**src/design/rdi_pkg.sv**
```systemverilog
// Shared package for the ray/disc intersection unit.
// Holds the register map, the disc configuration type and default constants.
// Used by every module in this folder but the port checker; depends on nothing.
`default_nettype none
package rdi_pkg;

   // default fraction bits of the Q format
   localparam int FRAC_BITS_DEF = 16;

   // entries in the queue between front and back
   localparam int QUEUE_DEPTH = 4;

   localparam int CSR_INDEX_W = 4;
   localparam int CSR_DATA_W  = 32;

   // register map
   typedef enum logic [CSR_INDEX_W-1:0] {
      CSR_CENTER_X     = 4'd0,
      CSR_CENTER_Y     = 4'd1,
      CSR_CENTER_Z     = 4'd2,
      CSR_NORMAL_X     = 4'd3,
      CSR_NORMAL_Y     = 4'd4,
      CSR_NORMAL_Z     = 4'd5,
      CSR_RADIUS       = 4'd6,
      CSR_MIN_DISTANCE = 4'd7
   } csr_index_type;

   // reset values
   localparam logic [31:0] NORMAL_Y_RST     = 32'h0001_0000;
   localparam logic [30:0] RADIUS_RST       = 31'h0001_0000;
   localparam logic [30:0] MIN_DISTANCE_RST = 31'd7;

   // disc configuration as seen by front and back
   typedef struct packed {
      logic signed [31:0] center_x;
      logic signed [31:0] center_y;
      logic signed [31:0] center_z;
      logic signed [31:0] normal_x;
      logic signed [31:0] normal_y;
      logic signed [31:0] normal_z;
      logic [30:0]        radius;
      logic [30:0]        min_distance;
   } disc_cfg_type;

endpackage
`default_nettype wire

```
**src/design/rdi_queue.sv**
```systemverilog
// Short queue between front and back so each can stall on its own.
// Register array with read and write pointers and a fill count.
// Depends on rdi_pkg.
`default_nettype none
module rdi_queue #(
   parameter int WIDTH = 8
) (
   input  wire logic             clock,
   input  wire logic             reset,
   input  wire logic             push,
   input  wire logic [WIDTH-1:0] push_data,
   output logic                  full,
   input  wire logic             pop,
   output logic                  not_empty,
   output logic [WIDTH-1:0]      pop_data
);

   localparam int DEPTH = rdi_pkg::QUEUE_DEPTH;
   localparam int PTR_W = $clog2(DEPTH);
   localparam int CNT_W = $clog2(DEPTH + 1);

   logic [WIDTH-1:0] mem [DEPTH];
   logic [PTR_W-1:0] wr_ff, rd_ff;
   logic [CNT_W-1:0] cnt_ff;
   logic             do_push, do_pop;

   assign full      = cnt_ff == CNT_W'(DEPTH);
   assign not_empty = cnt_ff != '0;
   assign do_push   = push && !full;
   assign do_pop    = pop && not_empty;
   assign pop_data  = mem[rd_ff];

   // pointers and count
   always_ff @(posedge clock) begin
      if (reset) begin
         wr_ff  <= '0;
         rd_ff  <= '0;
         cnt_ff <= '0;
      end else begin
         if (do_push) wr_ff <= wr_ff + 1'b1;
         if (do_pop)  rd_ff <= rd_ff + 1'b1;
         cnt_ff <= cnt_ff + CNT_W'(do_push) - CNT_W'(do_pop);
      end
   end

   always_ff @(posedge clock) begin
      if (do_push) mem[wr_ff] <= push_data;
   end

endmodule
`default_nettype wire

```
**config.mk**
```make
export PLATFORM = sky130hd
export DESIGN_NAME = rdi_queue
export DESIGN_NICKNAME = d
export VERILOG_FILES = /design/src/design/rdi_pkg.sv /design/src/design/rdi_queue.sv
export SDC_FILE = /design/constraint.sdc
export NUM_CORES = 1
export LEC_CHECK = 0
export ABC_AREA = 1
export BUFFER_PORTS_ARGS = -buffer_cell sky130_fd_sc_hd__buf_4
export CAP_MARGIN = 20
export CORE_MARGIN = 8
export CORE_UTILIZATION = 50
export DETAILED_ROUTE_END_ITERATION = 8
export PLACE_DENSITY = 0.8
export RECOVER_POWER = 50
export SYNTH_ARGS = -nofsm -noshare
export SYNTH_HDL_FRONTEND = slang
export SYNTH_SLANG_ARGS = --single-unit
```
**constraint.sdc**
```tcl
create_clock -name clock -period 6.1 [get_ports clock]
set_clock_uncertainty 0.15 [all_clocks]
set_input_delay 1.83 -clock clock [delete_from_list [all_inputs] [get_ports clock]]
set_output_delay 1.83 -clock clock [all_outputs]
set_load 0.005 [all_outputs]
```
[After elaboration in Yosys (flattened, before gate mapping)]
Memory sizes are Yosys's and may differ from the RTL's. A register that Yosys moved wholly into a read port is not among the register bits.
Index checks and enable logic that the tools add are counted.
Widths: inputs -> output; s select.
Word-level totals
  flip-flop bits (word level): 7
  latch bits: 0
  memory bits (writable): 32
  bits in read-only memories: 0
  bits of input ports: 12
  output and inout port bits: 10
  word-level logic and storage cells: 17
  memories kept: 1
Operators by class
  $add $sub $neg: 4
  multipliers: 0
  divide/modulo/power cells: 0
  $lt $le $gt $ge: 0
  eq/ne operators: 1
  shift-type cells: 0
  mux-type cells: 4
  bitwise operators: 0
  reduce and logical (&&, ||, !) cells: 4
Memory list
  mem: words 4, bits a word 8, read ports 1, clocked after memory_dff 1, wr ports 1, RTL line rdi_queue.sv:22  | logic [WIDTH-1:0] mem [DEPTH];
Operator list (number)
  $add 2x1->2 const B: 2
  $mux 2: 2
  $add 3x1->3: 1
  $eq 3x3->1 const B: 1
  $reduce_bool 3->1: 1
  $sub 3x1->3: 1
  $logic_and 1x1->1: 2
  $mux 1: 2
  $logic_not 1->1: 1

[Longest topological paths before layout]
Gate-level depths: netlist of run 1.
  depth after elaboration: 5
  mapped depth: 10
  depth with buffers taken out: 10

[Worst setup path after synthesis of run 1]
Ideal clock, no wire load.
  kind: input-to-reg
  from: input port pop
  to: register cnt_ff[2]
  library setup time: 0.117 ns
  arrival: 2.993 ns
  required time: 5.833 ns
  path slack: 2.840 ns
  stages: 8
  buffers on the path: 0
  cell sequence: a21boi_0 > ha_1 > inv_1 > ha_1 > inv_1 > fa_1 > o21ai_0 > nor2_1
Between the ends
  word-level cells in the longest chain between the ends: 2
Ends and longest elaborated chain
  from (decl): RTL line rdi_queue.sv:13  | input wire logic pop,
  $logic_and 1x1->1: RTL line rdi_queue.sv:30  | assign do_pop = pop && not_empty;
  $sub 3x1->3: RTL line rdi_queue.sv:42  | cnt_ff <= cnt_ff + CNT_W'(do_push) - CNT_W'(do_pop);
  to (signal assigned): RTL line rdi_queue.sv:42
  to (decl): RTL line rdi_queue.sv:24  | logic [CNT_W-1:0] cnt_ff;
Every way passes these cells.
A chain may end at the register's enable or synchronous reset.

==> summary.txt, run 1 <==
Detailed routing
  • First-pass DRT Iterations: 4
  • Post-route ant nets: 0
  • Via density: 4.967
  • Post-Route WL: 3030 µm
  • Routed len/inst: 14.09 µm
  • Remaining DRCs: 0
  • Iter 0 DRT Violations: 100
  • Via count: 1,068

Placement
  • Cell count after placement: 207
  • I/O Buffers: 21
  • Dpl hpwl: 2089 µm
  • GP Congestion: roughly 0.77

Yosys
  • Synthesized cell area: 1680 µm²
  • Share of the synthesized area in the top cell type: 57.19%
  • Synth Warn #: 0
  • Number of flops mapped to enable cells by yosys: 32
  • Synth Instances: between 100 and 150
  • Yosys top cell by area: edfxtp_1
  • Commonest cells post-synth: 32 x edfxtp_1, 28 x nor2_1, 16 x inv_1
  • Dominant synthesized flop cell: edfxtp_1
  • Most common cell in the netlist: edfxtp_1
  • Post-synth cell types: 18
  • Syn nets: approximately 160
  • Sequential fraction of the synthesis area: around 68%
  • Top post-synthesis cells by area: edfxtp_1 57%, dfxtp_1 11%, nor2_1 6.3%
  • FFs w/ async S/R, synth: 0%
  • Flops & latches, synth: 41
  • Syn_area_per_cell: 11.83 µm²

CTS
  • Register clock-pin slew on the reported worst setup and hold paths: ~0.11 ns
  • Later-pin clock latency in the skew report: between 0.3 and 0.4 ns
  • Clock sinks: 41
  • Total CTS buffers: 5
  • CTS tree: done
  • Clock root buffer: clkbuf_4
  • Post-CTS setup buffer count: 0
  • Clock tree buffer depth: 2
  • Post-cts resize count: 0
  • CTS Hold Bufs: 0
  • Clock H-tree levels: 2

Worst setup path
  • Critical path type: flop to output port
  • Logic depth of the worst setup path including buffers: 4
  • Worst reg-to-reg path cell count: 10
  • CP cell instances: inv_2 -> o21ai_0 -> o22ai_1 -> buf_4
  • Max Fanout on Critical Path: 17
  • Crit. End Element: output port
  • Startpoint types: flop
  • Worst path max stage delay: 0.74 ns
  • Family with the most delay on the worst path: flip-flops
  • Worst Path Arrival: 1.85 ns
  • Worst path slowest cell: dfxtp_1
  • CP Data Required Time: 4.12 ns
  • Bufs and invs on worst path: 2

Cells and area
  • Fin cells: 215
  • Layout Nets: 187
  • Share of cells above drive strength 1: between 10 and 15%
  • Multi-input gate area in the final layout: ~450 µm²
  • Filler Cells Inserted: 281
  • Reg area: 1141 µm²
  • Final core occ: 58.36%
  • ANT cells: 0
  • Area Overhead vs Synth: 14.07%

Power
  • Internal power: 536.3 µW
  • Worst VDD drop: 0.2203 mV
  • P_sw: 239.9 µW
  • Clock power share: a little under a quarter
  • Sequential fraction of design power: 48.5%
  • Power per cell area: 405.0 nW/µm²
  • Sw Share: 30.91%
  • Logic pwr share: 28.2%
  • Leakage power: 0.0007328 µW

Floorplan
  • Rows: 21
  • Ports: 22
  • Die H: 73.97 µm
  • Die area: approximately 5500 µm²
  • Starting density of the core: 51.16%
  • Die width: roughly 74 µm
  • Core ar.: 3284 µm²

Timing
  • Final setup TNS: 0 ns
  • Fin crit period: between 3 and 4 ns
  • Highest clock rate: about 260 MHz
  • Rel. slew slack: 42.60%
  • Pins Over Slew Limit: 0
  • Final period utilization: 62.72%
  • Endpoints failing setup: 0
  • Final-report hold violation count: 0
  • RSZ-0062 raised after global routing: false
  • Worst Max-Slew Pin Slew: between 0.8 and 0.9 ns

Min path
  • Worst Hold Class: flop to flop
  • Worst hold path depth: 2

GRT
  • Global Route Usage Sum: 12.50%
  • First-pass GRT wire length: 4947 µm
  • Antenna violations before repair: 0
  • Vias in the first global route: ~1,100
  • Grt ovf: 0
  • Largest net degree at the start of global routing: 18

Flow run
  • Max-cap check violation count: 0

Outcome
  • Outcome: completed
area by class of cell:
cell class / instances / area share, %
Timing Repair Buffer: 21 / 6.071
Sequential cell: 41 / 59.53
Clock inverter: 1 / 1.567
Clock buffer: 7 / 2.872
Inverter: 17 / 3.329
Tap cell: 46 / 3.003
Multi-Input combinational cell: 82 / 23.63
per-layer routing:
metal	wire, µm	part of all wire (%)	global-route usage (%)	vias up
met1	1278	42	12.40	508
met2	1548	51	21.78	19
met4	35	1.2	5.765	0
li1	-	-	-	537
met3	167	5.5	5.660	4
met5	0	0	0	-
layout by cell type (no fill, tap or decap), drive strengths merged:
| master | instances |
|---|---|
| clkbuf | 18 |
| nand3 | 3 |
| a21boi | 2 |
| bufinv | 1 |
| dfxtp | 9 |
| ha | 6 |
| buf | 10 |
| o22ai | 8 |
| o21ai | 17 |
| edfxtp | 32 |
| nand2 | 12 |
| a21oi | 4 |
| inv | 17 |
| fa | 1 |
| nor2 | 29 |
power by group through the flow:
stage               clock [µW]  combinational [µW]  sequential (µW)
floorplan                    0                 146              370
finish                     181                 219              376
detailed placement           0                 224              382
CTS                        185                 224              376
global route               194                 249              383
global placement             0                 210              380
worst paths after layout:
kind                               from                     to  slack, ns
setup / recovery                   flop            pop_data[7]       2.27
hold / removal    rd_ff[0]$_SDFFE_PP0P_  rd_ff[0]$_SDFFE_PP0P_       0.35
setup reg to reg   cnt_ff[1]$_SDFF_PP0_   cnt_ff[2]$_SDFF_PP0_       3.90
hold reg to reg   rd_ff[0]$_SDFFE_PP0P_  rd_ff[0]$_SDFFE_PP0P_       0.35
worst reg2reg max path, delay by kind of cell (launching register included):
kind            cells  cell delay [ns]
buf+inv             2             0.11
fa+ha+maj           3             0.75
compound gates      1             0.18
simple gates        4             0.53
flops               1             0.38
metrics by stage:
| step | cell area (µm²) | setup WS [ns] | hold WS [ns] | total power, µW |
|---|---|---|---|---|
| 2_1_floorplan | 1680 | 2.840 | 0.2981 | 516.2 |
| 3_3_place_gp | 1873 | 2.706 | 0.3200 | 590.3 |
| 3_5_place_dp | 1873 | 2.576 | 0.3231 | 606.0 |
| 4_1_cts | 1958 | 2.256 | 0.3497 | 785.8 |
| 5_1_grt | 1917 | 2.020 | 0.3772 | 826.6 |
| 6_report | 1917 | 2.274 | 0.3491 | 776.3 |
state kept, by name, indices dropped and copies added (netlist names), named ones only:
| name | cells |
|---|---|
| mem | 32 |
| cnt_ff | 3 |
| rd_ff | 2 |
| wr_ff | 2 |
logic make-up after synthesis:
| logic type | Yosys count | synth area share, % |
|---|---|---|
| AND/OR/NAND/NOR | 44 | 10.50 |
| flip-flops | 41 | 67.91 |
| adder cells (fa/ha/maj) | 7 | 5.659 |
| AO/OA/AOI/OAI | 31 | 10.80 |
| buffers and inverters | 19 | 5.138 |
No activity file was read; power rests on OpenSTA's default activity.
==> run 2: changes to the inputs <==
Settings changed: ABC_AREA 1 to 0.
Clock period 6.1 ns to 3.85 ns, I/O delays scaled along.
==> summary.txt, run 2 <==
Detailed routing
  • Iter 0 DRT Violations: 34 (-66%)
  • Routed len/inst: 16.20 µm (+15%)
  • Post-Route WL: 2608 µm (-14%)
  • Remaining DRCs: 0 (unchanged)
  • Post-route ant nets: 0 (unchanged)
  • Via count: 818 (-23%)
  • First-pass DRT Iterations: 4 (unchanged)
  • Via density: 5.081 (+2.3%)

Worst setup path
  • CP Data Required Time: 2.54 ns (-1.58 ns)
  • Startpoint types: flop
  • Crit. End Element: output port
  • Worst path max stage delay: 0.68 ns (-0.06 ns)
  • CP cell instances: mux4_2 -> buf_4
  • Worst path slowest cell: dfxtp_1
  • Family with the most delay on the worst path: flip-flops
  • Critical path type: flop to output port
  • Bufs and invs on worst path: 1 (-1)
  • Worst Path Arrival: 1.73 ns (-0.12 ns)
  • Max Fanout on Critical Path: 8 (-9)

Timing
  • Highest clock rate: ~330 MHz
  • RSZ-0062 raised after global routing: false
  • Worst Max-Slew Pin Slew: 0.5570 ns (-0.3009 ns)
  • Final setup TNS: 0 ns (unchanged)
  • Final worst slack: 0.8133 ns (-1.461 ns)
  • Endpoints failing setup: 0 (unchanged)
  • Final period utilization: 78.87%
  • Rel. slew slack: 62.85% (+20 points)
  • Pins Over Slew Limit: 0 (unchanged)
  • Final-report hold violation count: 0 (unchanged)
  • Fin crit period: 3.037 ns

GRT
  • Antenna violations before repair: 0 (unchanged)
  • First-pass GRT wire length: 4195 µm (-15%)
  • Vias in the first global route: 865 (-20%)
  • Global Route Usage Sum: 10.70% (-1.8 points)
  • Largest net degree at the start of global routing: 14 (-4)
  • Grt ovf: 0 (unchanged)

Yosys
  • Flops & latches, synth: 41 (unchanged)
  • Synth Warn #: 0 (unchanged)
  • Share of the synthesized area in the top cell type: 58.85% (+1.7 points)
  • FFs w/ async S/R, synth: 0% (unchanged)
  • Synth Instances: 91 (-36%)
  • Most common cell in the netlist: edfxtp_1
  • Dominant synthesized flop cell: edfxtp_1
  • Syn_area_per_cell: 17.94 µm² (+52%)
  • Synthesized cell area: 1633 µm² (-2.8%)
  • Commonest cells post-synth: 32 x edfxtp_1, 9 x dfxtp_1, 8 x mux4_2
  • Post-synth cell types: 25 (+7)
  • Number of flops mapped to enable cells by yosys: 32 (unchanged)
  • Top post-synthesis cells by area: edfxtp_1 59%, dfxtp_1 11%, mux4_2 11%
  • Sequential fraction of the synthesis area: 69.89% (+2.0 points)
  • Yosys top cell by area: edfxtp_1
  • Syn nets: 110 (-32%)

CTS
  • Clock H-tree levels: 2 (unchanged)
  • Later-pin clock latency in the skew report: 0.34 ns (about the same)
  • Clock root buffer: clkbuf_4
  • Clock tree buffer depth: 2 (unchanged)
  • CTS tree: done
  • Post-CTS setup buffer count: 0 (unchanged)
  • Clock sinks: 41 (unchanged)
  • CTS Hold Bufs: 0 (unchanged)
  • Post-cts resize count: 0 (unchanged)
  • Register clock-pin slew on the reported worst setup and hold paths: 0.12 ns (about the same)
  • Total CTS buffers: 5 (unchanged)

Cells and area
  • Final Cell Area: 1893 µm² (-1.2%)
  • Largest registers: mem (32), cnt_ff (3)
  • Fin cells: 161 (-25%)
  • Layout Nets: 135 (-28%)
  • ANT cells: 0 (unchanged)
  • Final core occ: 61.50% (+3.1 points)
  • Share of cells above drive strength 1: 27.35% (+13 points)
  • Commonest non-fill, non-tap cell in the layout: edfxtp_1
  • Reg with most FFs: mem
  • Commonest cells after routing, fill and taps aside: 32 x edfxtp_1, 11 x buf_4, 9 x dfxtp_1
  • Area Overhead vs Synth: 15.94%
  • Max reg flops: 32 (unchanged)

Placement
  • Placed Area: 1823 µm² (-2.7%)
  • Cell count after placement: 153 (-26%)
  • Pre-CTS setup slack: 0.7326 ns (-1.844 ns)
  • GP Congestion: 0.7005 (-8.6%)
  • Dpl hpwl: 1834 µm (-12%)
  • I/O Buffers: 21 (unchanged)

Floorplan
  • Starting density of the core: 53.05% (+1.9 points)
  • Die H: 73.15 µm (-1.1%)
  • Die area: 5350 µm² (-2.2%)
  • Die width: 73.15 µm (-1.1%)
  • Rows: 20 (-4.8%)
  • Core ar.: 3078 µm² (-6.3%)
  • Ports: 22 (unchanged)

Power
  • Power per cell area: 669.2 nW/µm² (+65%)
  • Worst VDD drop: 0.3537 mV (+61%)
  • Leakage power: 0.0006764 µW (-7.7%)

Min path
  • Worst Hold Class: flop to flop

Outcome
  • Outcome: completed

Flow run
  • Max-cap check violation count: 0 (unchanged)
-- run 2: cell count changes in the layout (fill, tap and decap cells not counted), moves of 4 or more --
| cell | change |
|---|---|
| o21ai_0 | -12 |
| nand2_1 | -10 |
| and2_1 | +4 |
| inv_1 | -10 |
| nor2_1 | -22 |
| o22ai_1 | -8 |
| clkbuf_1 | -4 |
| mux4_2 | +8 |
-- run 2: area by class of cell --
cell class | count | area [µm²]
multi-input combinational | 41 | 444.2
clock inverter | 3 | 65.06
fill | 236 | 1185
tap | 44 | 55.05
inverter | 6 | 22.52
clock buffer | 5 | 37.54
sequential | 41 | 1141
timing repair buffer | 21 | 127.6
-- run 2: per-layer routing --
| metal | wire, µm | vias up | part of all wire, % | track usage [%] |
|---|---|---|---|---|
| li1 | - | 390 | - | - |
| met2 | 1416 | 17 | 54 | 19.46 |
| met5 | 0 | - | 0 | 0 |
| met4 | 32 | 0 | 1.2 | 4.667 |
| met3 | 124 | 4 | 4.8 | 3.297 |
| met1 | 1035 | 407 | 40 | 10.92 |
-- run 2: metrics by stage --
step                power [µW]  hold slack (ns)
finish                    1267           0.3791
detailed placement       955.8           0.3635
global placement         942.7           0.3464
global route              1343           0.4229
floorplan                821.3           0.3307
CTS                       1290           0.3835
-- run 2: logic make-up after synthesis --
| kind of cell | after synthesis | synth area share (%) |
|---|---|---|
| mux | 9 | 11.65 |
| compound gates | 4 | 1.762 |
| simple gates | 18 | 6.514 |
| fa+ha+maj | 7 | 5.824 |
| xor+xnor | 3 | 1.609 |
| buf+inv | 9 | 2.758 |
| flops | 41 | 69.88 |
-- run 2: final timing paths --
kind	start	endpoint	slack [ns]	cells after the start
worst max register to register	cnt_ff[1]$_SDFF_PP0_	cnt_ff[2]$_SDFF_PP0_	1.34	11
worst min-delay path	wr_ff[1]$_SDFFE_PP0P_	wr_ff[1]$_SDFFE_PP0P_	0.38	2
worst max-delay path	flop	pop_data[6]	0.81	2
worst min register to register	wr_ff[1]$_SDFFE_PP0P_	wr_ff[1]$_SDFFE_PP0P_	0.38	2
-- run 2: power breakdown --
part | internal (µW) | leakage [µW] | switching [µW] | total [µW]
Sequential | 547 | 0.000367 | 63.7 | 611
Clock | 201 | 0.0000552 | 135 | 336
Combinational | 192 | 0.000254 | 128 | 319
-- run 2: worst min-delay path: cells and delay by family, from the launching register on --
kind	cells	cell delay, ns
AND/OR/NAND/NOR	1	0.08
flip-flops	1	0.36
multiplexers	1	0.06
